--- src/rtl/ctl_pkg.sv ---
`timescale 1ns / 1ps
// ----------------------------------------------------------------------------
// ctl_pkg
// Shared types, codes and byte-class helpers for the comment-aware lexer.
// ----------------------------------------------------------------------------
package ctl_pkg;

   // token kinds on the result channel
   localparam logic [2:0] KIND_SPACE = 3'd0;
   localparam logic [2:0] KIND_QUOTE = 3'd1;
   localparam logic [2:0] KIND_BLOCK = 3'd2;
   localparam logic [2:0] KIND_LINE  = 3'd3;
   localparam logic [2:0] KIND_PUNCT = 3'd4;
   localparam logic [2:0] KIND_WORD  = 3'd5;

   // lexer modes share the kind encoding
   localparam logic [2:0] MODE_IDLE  = 3'd0;
   localparam logic [2:0] MODE_QUOTE = 3'd1;
   localparam logic [2:0] MODE_BLOCK = 3'd2;
   localparam logic [2:0] MODE_LINE  = 3'd3;
   localparam logic [2:0] MODE_WORD  = 3'd5;

   localparam logic [7:0] CH_QUOTE = 8'h27;
   localparam logic [7:0] CH_SLASH = 8'h2F;
   localparam logic [7:0] CH_CR    = 8'h0D;
   localparam logic [7:0] CH_LF    = 8'h0A;

   localparam int QUEUE_DEPTH = 4;

   // one queued job: up to three bytes of a window
   typedef struct packed {
      logic [2:0][7:0] seq;     // seq[0] is the oldest byte
      logic [1:0]      nbytes;  // bytes present in the window (1..3)
      logic            eot;     // window closes the text
   } ctl_job_type;

   typedef struct packed {
      logic [2:0] mode;
      logic [1:0] skip;
      logic [1:0] run;
   } ctl_state_type;

   typedef struct packed {
      logic [2:0]    kind;
      logic          start;
      ctl_state_type nxt;
   } ctl_label_type;

   function automatic logic is_space(input logic [7:0] c);
      return (c == 8'h20) || (c >= 8'h09 && c <= 8'h0D);
   endfunction

   function automatic logic is_punct(input logic [7:0] c);
      return (c == 8'h2C) || (c == 8'h2E) || (c == 8'h3B) || (c == 8'h5B) ||
             (c == 8'h5D) || (c == 8'h3D) || (c == 8'h2D);
   endfunction

   function automatic ctl_label_type label(input ctl_state_type st,
                                           input logic [7:0] c,
                                           input logic has1, input logic [7:0] c1,
                                           input logic has2, input logic [7:0] c2);
      ctl_label_type r;
      r.kind  = KIND_SPACE;
      r.start = 1'b0;
      r.nxt   = st;
      unique case (st.mode)
         MODE_QUOTE: begin
            r.kind = KIND_QUOTE;
            if (c == CH_QUOTE) r.nxt.mode = MODE_IDLE;
         end
         MODE_BLOCK: begin
            r.kind = KIND_BLOCK;
            if (st.skip != 2'd0) begin
               r.nxt.skip = st.skip - 2'd1;
            end else if (c == CH_SLASH) begin
               if (st.run == 2'd2) begin
                  r.nxt.run  = 2'd0;
                  r.nxt.mode = MODE_IDLE;
               end else begin
                  r.nxt.run = st.run + 2'd1;
               end
            end else begin
               r.nxt.run = 2'd0;
            end
         end
         MODE_LINE: begin
            if (c == CH_CR || c == CH_LF) r.nxt.mode = MODE_IDLE;
            else r.kind = KIND_LINE;
         end
         MODE_WORD: begin
            if (is_space(c)) begin
               r.nxt.mode = MODE_IDLE;
            end else if (is_punct(c)) begin
               r.nxt.mode = MODE_IDLE;
               r.kind     = KIND_PUNCT;
               r.start    = 1'b1;
            end else begin
               r.kind = KIND_WORD;
            end
         end
         default: begin
            // outside any token (unused codes land here too)
            r.nxt.mode = MODE_IDLE;
            if (!is_space(c)) begin
               r.start = 1'b1;
               priority if (c == CH_QUOTE) begin
                  r.kind     = KIND_QUOTE;
                  r.nxt.mode = MODE_QUOTE;
               end else if (c == CH_SLASH && has1 && c1 == CH_SLASH &&
                            has2 && c2 == CH_SLASH) begin
                  r.kind     = KIND_BLOCK;
                  r.nxt.mode = MODE_BLOCK;
                  r.nxt.skip = 2'd2;
                  r.nxt.run  = 2'd0;
               end else if (c == CH_SLASH && has1 && c1 == CH_SLASH) begin
                  r.kind     = KIND_LINE;
                  r.nxt.mode = MODE_LINE;
               end else if (is_punct(c)) begin
                  r.kind = KIND_PUNCT;
               end else begin
                  r.kind     = KIND_WORD;
                  r.nxt.mode = MODE_WORD;
               end
            end
         end
      endcase
      return r;
   endfunction

endpackage

--- src/rtl/ctl_if.sv ---
`timescale 1ns / 1ps
// ----------------------------------------------------------------------------
// ctl_if
// Valid/ready channels for raw text bytes and labeled bytes.
// ----------------------------------------------------------------------------
interface ctl_req_if;
   logic       valid;
   logic       ready;
   logic [7:0] text_byte;
   logic       end_of_text;

   modport source (output valid, output text_byte, output end_of_text, input ready);
   modport sink   (input valid, input text_byte, input end_of_text, output ready);
endinterface

interface ctl_rsp_if;
   logic       valid;
   logic       ready;
   logic [7:0] out_byte;
   logic [2:0] token_kind;
   logic       token_start;
   logic       stream_end;
   logic       run_last;

   modport source (output valid, output out_byte, output token_kind,
                   output token_start, output stream_end, output run_last,
                   input ready);
   modport sink   (input valid, input out_byte, input token_kind,
                   input token_start, input stream_end, input run_last,
                   output ready);
endinterface

--- src/rtl/ctl_front.sv ---
`timescale 1ns / 1ps
// ----------------------------------------------------------------------------
// ctl_front
// Holds two bytes of lookahead and builds byte windows for the back end.
// ----------------------------------------------------------------------------
module ctl_front
   import ctl_pkg::*;
(
   input  logic         clock,
   input  logic         reset,
   ctl_req_if.sink      req,
   input  logic         q_full,
   output logic         push,
   output ctl_job_type  push_job
);

   logic [1:0][7:0] pend_ff, pend_in;
   logic [1:0]      cnt_ff, cnt_in;
   logic            accept;

   assign req.ready = !q_full;
   assign accept    = req.valid && req.ready;

   always_comb begin
      pend_in         = pend_ff;
      cnt_in          = cnt_ff;
      push            = 1'b0;
      push_job.seq    = {req.text_byte, pend_ff[1], pend_ff[0]};
      push_job.nbytes = 2'd3;
      push_job.eot    = req.end_of_text;
      if (accept) begin
         if (!req.end_of_text) begin
            if (cnt_ff != 2'd2) begin
               pend_in[cnt_ff[0]] = req.text_byte;
               cnt_in             = cnt_ff + 2'd1;
            end else begin
               push       = 1'b1;
               pend_in[0] = pend_ff[1];
               pend_in[1] = req.text_byte;
            end
         end else begin
            // flush: the window holds the pending bytes then this one
            push            = 1'b1;
            cnt_in          = 2'd0;
            push_job.nbytes = cnt_ff + 2'd1;
            unique case (cnt_ff)
               2'd0:    push_job.seq = {8'h00, 8'h00, req.text_byte};
               2'd1:    push_job.seq = {8'h00, req.text_byte, pend_ff[0]};
               default: push_job.seq = {req.text_byte, pend_ff[1], pend_ff[0]};
            endcase
         end
      end
   end

   always_ff @(posedge clock) begin
      pend_ff <= pend_in;
      if (reset) begin
         cnt_ff <= 2'd0;
      end else begin
         cnt_ff <= cnt_in;
      end
   end

endmodule

--- src/rtl/ctl_queue.sv ---
`timescale 1ns / 1ps
// ----------------------------------------------------------------------------
// ctl_queue
// Short job FIFO between the window builder and the labeler.
// ----------------------------------------------------------------------------
module ctl_queue
   import ctl_pkg::*;
#(
   parameter int DEPTH = QUEUE_DEPTH
)
(
   input  logic                       clock,
   input  logic                       reset,
   input  logic                       push,
   input  ctl_job_type                push_job,
   input  logic                       pop,
   output logic                       full,
   output logic                       head_valid,
   output ctl_job_type                head_job,
   output logic [$clog2(DEPTH+1)-1:0] count
);

   localparam int AW = $clog2(DEPTH);
   localparam int CW = $clog2(DEPTH + 1);

   ctl_job_type   mem_ff [DEPTH];
   logic [AW-1:0] wr_ff, wr_in, rd_ff, rd_in;
   logic [CW-1:0] cnt_ff, cnt_in;

   assign full       = cnt_ff == CW'(DEPTH);
   assign head_valid = cnt_ff != '0;
   assign head_job   = mem_ff[rd_ff];
   assign count      = cnt_ff;

   always_comb begin
      wr_in  = wr_ff;
      rd_in  = rd_ff;
      cnt_in = cnt_ff;
      if (push) wr_in = (wr_ff == AW'(DEPTH - 1)) ? '0 : wr_ff + AW'(1);
      if (pop)  rd_in = (rd_ff == AW'(DEPTH - 1)) ? '0 : rd_ff + AW'(1);
      if (push && !pop) cnt_in = cnt_ff + CW'(1);
      else if (!push && pop) cnt_in = cnt_ff - CW'(1);
   end

   always_ff @(posedge clock) begin
      if (push) mem_ff[wr_ff] <= push_job;
      if (reset) begin
         wr_ff  <= '0;
         rd_ff  <= '0;
         cnt_ff <= '0;
      end else begin
         wr_ff  <= wr_in;
         rd_ff  <= rd_in;
         cnt_ff <= cnt_in;
      end
   end

endmodule

--- src/rtl/ctl_back.sv ---
`timescale 1ns / 1ps
// ----------------------------------------------------------------------------
// ctl_back
// Labels one byte of the head window per cycle unless the output register is held, and drives it.
// ----------------------------------------------------------------------------
module ctl_back
   import ctl_pkg::*;
(
   input  logic         clock,
   input  logic         reset,
   input  logic         head_valid,
   input  ctl_job_type  head_job,
   output logic         pop,
   ctl_rsp_if.source    rsp
);

   ctl_state_type st_ff, st_in;
   logic [1:0]    k_ff, k_in;
   logic          out_valid_ff, out_valid_in;
   logic [7:0]    byte_ff;
   logic [2:0]    kind_ff;
   logic          start_ff, end_ff, last_ff;
   logic          step, last, has1, has2;
   logic [7:0]    c, c1;
   logic [2:0]    k_ext, n_ext;
   ctl_label_type lab;

   assign k_ext = {1'b0, k_ff};
   assign n_ext = {1'b0, head_job.nbytes};
   assign has1  = (k_ext + 3'd1) < n_ext;
   assign has2  = (k_ext + 3'd2) < n_ext;
   assign last  = head_job.eot ? ((k_ext + 3'd1) == n_ext) : 1'b1;
   assign step  = head_valid && (!out_valid_ff || rsp.ready);
   assign pop   = step && last;

   always_comb begin
      unique case (k_ff)
         2'd0:    begin c = head_job.seq[0]; c1 = head_job.seq[1]; end
         2'd1:    begin c = head_job.seq[1]; c1 = head_job.seq[2]; end
         default: begin c = head_job.seq[2]; c1 = 8'h00;           end
      endcase
      lab = label(st_ff, c, has1, c1, has2, head_job.seq[2]);
   end

   always_comb begin
      st_in        = st_ff;
      k_in         = k_ff;
      out_valid_in = out_valid_ff && !rsp.ready;
      if (step) begin
         out_valid_in = 1'b1;
         st_in        = lab.nxt;
         k_in         = k_ff + 2'd1;
         if (last) begin
            k_in = 2'd0;
            // end of text returns the lexer to its idle state
            if (head_job.eot) st_in = '0;
         end
      end
   end

   always_ff @(posedge clock) begin
      if (step) begin
         byte_ff  <= c;
         kind_ff  <= lab.kind;
         start_ff <= lab.start;
         end_ff   <= head_job.eot && last;
         last_ff  <= last;
      end
      if (reset) begin
         st_ff        <= '0;
         k_ff         <= 2'd0;
         out_valid_ff <= 1'b0;
      end else begin
         st_ff        <= st_in;
         k_ff         <= k_in;
         out_valid_ff <= out_valid_in;
      end
   end

   assign rsp.valid       = out_valid_ff;
   assign rsp.out_byte    = byte_ff;
   assign rsp.token_kind  = kind_ff;
   assign rsp.token_start = start_ff;
   assign rsp.stream_end  = end_ff;
   assign rsp.run_last    = last_ff;

endmodule

--- src/rtl/comment_aware_token_lexer.sv ---
`timescale 1ns / 1ps
// ----------------------------------------------------------------------------
// comment_aware_token_lexer
// Labels text bytes with token kind and start flag, two bytes of lookahead.
// ----------------------------------------------------------------------------
//  channel | dir | payload                                          | rule
//  req     | in  | text_byte, end_of_text                           | valid&ready
//  rsp     | out | out_byte, token_kind, token_start, stream_end,   | valid&ready
//          |     | run_last                                         |
//
// One request accepted per cycle unless the queue is full, one labeled byte out
// per cycle unless rsp stalls; a final byte flushing n pending bytes holds the
// labeler for n+1 bytes. A result passes the job queue, then the output reg.
// Synchronous active-high reset clears the counters, queue and lexer mode.
// req.ready drops only while the job queue is full; a waiting result stalls
// the labeler while the queue takes up the slack.
// ----------------------------------------------------------------------------
module comment_aware_token_lexer
   import ctl_pkg::*;
#(
   parameter int QDEPTH = QUEUE_DEPTH
)
(
   input  logic      clock,
   input  logic      reset,
   ctl_req_if.sink   req,
   ctl_rsp_if.source rsp
);

   logic                        q_full, push, pop, head_valid;
   ctl_job_type                 push_job, head_job;
   logic [$clog2(QDEPTH+1)-1:0] q_count;

   ctl_front u_front (
      .clock    (clock),
      .reset    (reset),
      .req      (req),
      .q_full   (q_full),
      .push     (push),
      .push_job (push_job)
   );

   ctl_queue #(.DEPTH(QDEPTH)) u_queue (
      .clock      (clock),
      .reset      (reset),
      .push       (push),
      .push_job   (push_job),
      .pop        (pop),
      .full       (q_full),
      .head_valid (head_valid),
      .head_job   (head_job),
      .count      (q_count)
   );

   ctl_back u_back (
      .clock      (clock),
      .reset      (reset),
      .head_valid (head_valid),
      .head_job   (head_job),
      .pop        (pop),
      .rsp        (rsp)
   );

   a_queue_bound: assert property (@(posedge clock) disable iff (reset)
      q_count <= ($clog2(QDEPTH+1))'(QDEPTH))
      else $error("job queue count beyond depth");

   a_no_pop_empty: assert property (@(posedge clock) disable iff (reset)
      pop |-> head_valid)
      else $error("pop from empty job queue");

   a_end_is_last: assert property (@(posedge clock) disable iff (reset)
      rsp.valid && rsp.stream_end |-> rsp.run_last)
      else $error("stream end without run_last");

   a_start_not_space: assert property (@(posedge clock) disable iff (reset)
      rsp.valid && rsp.token_start |-> rsp.token_kind != KIND_SPACE)
      else $error("token start on whitespace");

endmodule

--- src/flat_wrapper.sv ---
// flat-port wrapper written by rule: the top's interface ports become plain ports
module comment_aware_token_lexer_flat import ctl_pkg::*;
#(
   parameter int QDEPTH = QUEUE_DEPTH
)
  (clock, reset, req_valid, req_text_byte, req_end_of_text, req_ready, rsp_valid, rsp_out_byte, rsp_token_kind, rsp_token_start, rsp_stream_end, rsp_run_last, rsp_ready);
  ctl_req_if req_i ();
  ctl_rsp_if rsp_i ();
  input  logic clock;
  input  logic reset;
  input wire logic [$bits(req_i.valid)-1:0] req_valid;
  input wire logic [$bits(req_i.text_byte)-1:0] req_text_byte;
  input wire logic [$bits(req_i.end_of_text)-1:0] req_end_of_text;
  output wire logic [$bits(req_i.ready)-1:0] req_ready;
  output wire logic [$bits(rsp_i.valid)-1:0] rsp_valid;
  output wire logic [$bits(rsp_i.out_byte)-1:0] rsp_out_byte;
  output wire logic [$bits(rsp_i.token_kind)-1:0] rsp_token_kind;
  output wire logic [$bits(rsp_i.token_start)-1:0] rsp_token_start;
  output wire logic [$bits(rsp_i.stream_end)-1:0] rsp_stream_end;
  output wire logic [$bits(rsp_i.run_last)-1:0] rsp_run_last;
  input wire logic [$bits(rsp_i.ready)-1:0] rsp_ready;
  assign req_i.valid = req_valid;
  assign req_i.text_byte = req_text_byte;
  assign req_i.end_of_text = req_end_of_text;
  assign req_ready = req_i.ready;
  assign rsp_valid = rsp_i.valid;
  assign rsp_out_byte = rsp_i.out_byte;
  assign rsp_token_kind = rsp_i.token_kind;
  assign rsp_token_start = rsp_i.token_start;
  assign rsp_stream_end = rsp_i.stream_end;
  assign rsp_run_last = rsp_i.run_last;
  assign rsp_i.ready = rsp_ready;
  comment_aware_token_lexer #(.QDEPTH(QDEPTH)) u_core (.clock(clock), .reset(reset), .req(req_i), .rsp(rsp_i));
endmodule
--- config.mk ---
export PLATFORM = sky130hd
export DESIGN_NAME = comment_aware_token_lexer_flat
export DESIGN_NICKNAME = d
export VERILOG_FILES = /design/src/rtl/ctl_pkg.sv /design/src/rtl/ctl_if.sv /design/src/rtl/ctl_front.sv /design/src/rtl/ctl_queue.sv /design/src/rtl/ctl_back.sv /design/src/rtl/comment_aware_token_lexer.sv /design/src/flat_wrapper.sv
export SDC_FILE = /design/constraint.sdc
export NUM_CORES = 1
export LEC_CHECK = 0
export BUFFER_PORTS_ARGS = -buffer_cell sky130_fd_sc_hd__clkbuf_2
export CAP_MARGIN = 20
export CORE_AREA = 2 2 98 195
export DETAILED_ROUTE_END_ITERATION = 7
export DIE_AREA = 0 0 100 197
export PLACE_DENSITY = 0.57
export REMOVE_ABC_BUFFERS = 1
export SLEW_MARGIN = 30
export SYNTH_ARGS = -nofsm -noshare
export SYNTH_HDL_FRONTEND = slang
export SYNTH_HIERARCHICAL = 1
export SYNTH_SLANG_ARGS = --single-unit
--- constraint.sdc ---
create_clock -name clock -period 6.7 [get_ports clock]
set_input_delay 1.005 -clock clock [delete_from_list [all_inputs] [get_ports clock]]
set_output_delay 1.005 -clock clock [all_outputs]
set_load 0.05 [all_outputs]
==> impl_metrics.yaml <==
finish:
  final_layout_size_suffix_gt1_frac: 0.1953
  nets: 530
  area_growth_pct: 12.44
  final_util: 0.4445
  antenna_cells_inserted: 0
  fin_cells: 728
placement:
  place_hpwl_mm: 10.00
  finalWeightedCongestion: 0.8111
  numPortBuffers: 28
  post-place-cells: 697
routing:
  via_count: 4091
  drt_drc_violations_left: 0
  dr.pass1.iters: 4
  finalWirelength_mm: 13.97
  route.antenna.remaining_nets: 0
  drt-vias-per-instance: 5.620
  first_iter_violations: 206
  routed_length_per_placed_instance_um: 19.19
timing:
  finalHoldViolCount: 0
  fin_tns_setup_ns: 0
  rsz0062_at_grt: "no"
  whs_ns: 0.4991
  worst_slew_pin_slew_ns: 0.7897
  final.setup_skew_ns: 0.009669
  drv_slew: 0
  final_period_minus_worst_setup_slack_ns: 3.764
  setup_viol_count_final: 0
  min_period_over_period: 0.5618
  max-slew-margin-rel: 0.4724
  timing.fmax_mhz: 265.7
clocking:
  cts-htree-levels: 4
  cts.reportedPaths.clkPinSlew_ns: 0.06
  clock_latency_ns: 0.41
  ctsHoldBuffers: 0
  clk_path_buf_depth: 2
  root_buffer: "clkbuf_16"
  tritoncts.num_buffers: 17
  cts.repair.resized: 0
  clock_sink_count: 159
  cts.repair_timing.setup_buffer_count: 0
  cts_tree: "done"
synthesis:
  register_area_share_after_synthesis: 0.6338
  ys.flop_type: "edfxtp_1"
  synth.cell_area_um2: 7202
  synthDistinctLibCells: 68
  ys_ff_latch: 159
  synth_async_sr_flop_share: 0
  synth-edff-count: 138
  synth.avg_cell_area_um2: 15.39
  synthesis.instances: 468
  yosys_warnings: 6
power_and_ir_drop:
  report.power.total_mw: 3.424
  vdd.ir_drop.worst_mv: 0.1863
  power_density_nw_per_um2: 422.8
  cellLeakagePower_nw: 2.758
setup_path:
  worst_ep_required_time_ns: 7.04
  path_max_fanout: 27
  reg2reg_depth: 13
  worstSetupStartpointType: "flop"
  critical_path.endpoint: "u_core/u_queue/count[2]$_SDFFE_PP0P_"
  setup.reg_to_reg.worst_slack_ns: 2.94
  timing.critical_path.arrival_ns: 4.10
  critPathCaptureType: "flop"
  setup.worst_path.class: "reg2reg"
  r2r-end: "u_core/u_queue/count[2]$_SDFFE_PP0P_"
floorplanning:
  fp.coreArea_um2: 18220
  die_area_um2: 19700
  top_level_ports: 29
  start_util: 0.3953
  die_height_um: 197
  fp-row-count: 70
  die_width_um: 100
hold_path:
  hp-class: "reg2reg"
status:
  status: "completed"
global_routing:
  grt_pass1_wl_mm: 22.32
  initial_antenna_violation_count: 0
  pin_count_of_the_biggest_net_entering_global_routing: 28
  grt_pass1_vias: 4397
  overflow_left_after_global_routing: 0
  grt_use_total: 0.1518
run:
  timing.max_cap.violations: 0
[synthesized netlist by cell type, types with 2 or more instances]
cell type | n | area [um^2]
buf_12 | 2 | 40.04
o21ai_1 | 2 | 10.01
o211a_1 | 2 | 20.02
inv_1 | 19 | 71.32
and3_1 | 2 | 12.51
nor2_1 | 22 | 82.58
nor2b_1 | 10 | 62.56
o31ai_1 | 2 | 15.01
a32oi_1 | 2 | 17.52
a32o_1 | 2 | 20.02
or3_1 | 3 | 18.77
nand4_1 | 6 | 37.54
mux4_2 | 20 | 450.4
nor3b_1 | 7 | 52.55
mux4_1 | 7 | 183.9
nor3_2 | 3 | 30.03
a22oi_1 | 3 | 22.52
xor2_1 | 3 | 26.28
nand2b_1 | 4 | 25.02
dfxtp_1 | 21 | 420.4
nand3_1 | 12 | 60.06
a21oi_1 | 19 | 95.09
buf_6 | 6 | 67.56
clkbuf_1 | 5 | 18.77
a41oi_1 | 2 | 17.52
nand2_1 | 15 | 56.30
and2_1 | 15 | 93.84
o21ai_0 | 8 | 40.04
fa_1 | 2 | 40.04
nor3_1 | 5 | 25.02
a22o_1 | 30 | 262.8
a21o_1 | 5 | 37.54
a221oi_1 | 2 | 17.52
buf_2 | 8 | 40.04
mux2i_1 | 4 | 40.04
edfxtp_1 | 138 | 4144
ha_1 | 15 | 187.7
o2111ai_1 | 3 | 26.28
o211ai_1 | 2 | 15.01
or3b_1 | 2 | 17.52
[flip-flops by register name, summed over array words and instances, names as in the netlist, named ones only]
| register | count |
|---|---|
| u_core/u_queue/mem_ff | 108 |
| u_core/u_front/pend_ff | 16 |
| u_core/u_back/rsp.out_byte | 8 |
| u_core/u_back/st_ff | 7 |
| u_core/u_back/rsp.token_kind | 3 |
| u_core/u_queue/count | 3 |
| u_core/u_back/k_ff | 2 |
| u_core/u_front/cnt_ff | 2 |
| u_core/u_queue/rd_ff | 2 |
| u_core/u_queue/wr_ff | 2 |
| u_core/u_back/rsp.run_last | 1 |
| u_core/u_back/rsp.stream_end | 1 |
| u_core/u_back/rsp.token_start | 1 |
| u_core/u_back/rsp.valid | 1 |
[through the flow]
step	instance area (um^2)	setup WS (ns)
after floorplan	7023	2.680
after global routing	8098	2.556
after CTS	8095	2.863
final	8098	2.936
after detailed placement	7493	2.883
after global placement	7493	3.033
[routing by layer]
metal  GRT usage  wire length (um)
met1      0.1380              4959
met2      0.3001              8238
met4     0.07965               439
met3     0.03298               330
met5           0                 0
[layout make-up]
cell class	instances	area (um^2)
multi-input cells	266	2386
well taps	216	270.3
flip-flops and latches	159	4564
fillers	1625	10120
repair buffers	36	200.2
clock buffers	19	432.9
clock inverters	12	168.9
inverters	20	75.07
[where the power goes]
group | internal [mW] | switching, mW | leakage, nW
clock | 0.617 | 0.363 | 0.284
sequential | 1.24 | 0.0557 | 1.43
combinational | 0.391 | 0.752 | 1.04
total | 2.25 | 1.17 | 2.76
[worst min path at each step]
stage / startpoint / endpoint / slack, ns / cells after the start
global route: u_core/u_back/k_ff[1]$_SDFFE_PP0P_ / u_core/u_back/k_ff[1]$_SDFFE_PP0P_ / 0.52 / 2
floorplan: u_core/u_back/k_ff[1]$_SDFFE_PP0P_ / u_core/u_back/k_ff[1]$_SDFFE_PP0P_ / 0.44 / 2
global placement: u_core/u_back/k_ff[1]$_SDFFE_PP0P_ / u_core/u_back/k_ff[1]$_SDFFE_PP0P_ / 0.46 / 2
CTS: u_core/u_back/k_ff[1]$_SDFFE_PP0P_ / u_core/u_back/k_ff[1]$_SDFFE_PP0P_ / 0.50 / 2
detailed placement: u_core/u_back/k_ff[1]$_SDFFE_PP0P_ / u_core/u_back/k_ff[1]$_SDFFE_PP0P_ / 0.48 / 2
finish: u_core/u_front/cnt_ff[1]$_SDFFE_PP0P_ / u_core/u_front/cnt_ff[1]$_SDFFE_PP0P_ / 0.50 / 2
[cells by family after synthesis]
group	Yosys count	synth area share
AO/OA/AOI/OAI	94	0.09903
XOR/XNOR	4	0.004865
multiplexers	31	0.09364
adder cells (fa/ha/maj)	17	0.03162
flip-flops	159	0.6338
AND/OR/NAND/NOR	120	0.1018
buffers and inverters	43	0.03527
[critical path: stages, from the launching register on]
cell     delay, ns
dfxtp_1       0.30
buf_4         0.43
mux4_1        0.67
fa_1          0.47
nor3_1        0.39
nor2b_1       0.15
nor2_1        0.22
inv_1         0.09
ha_1          0.21
inv_1         0.07
fa_1          0.18
xor2_1        0.08
or3_1         0.30
a21oi_1       0.13
[cells in the final DEF, fill, tap and decap left out, types with 5 or more instances in the layout]
cell type  count
o21ai_0        8
clkbuf_16     17
nand4_1        6
nand2_1       15
mux4_1         7
a21o_1         5
inv_1         19
edfxtp_1     138
ha_1          15
nor2b_1       10
buf_4          8
nor3_1         5
a21oi_1       19
and2_1        15
a22o_1        30
nand3_1       12
dfxtp_1       21
nor3b_1        7
nor2_1        21
mux4_2        20
clkbuf_2      28
Note: power is estimated with default switching activity, not from simulation.
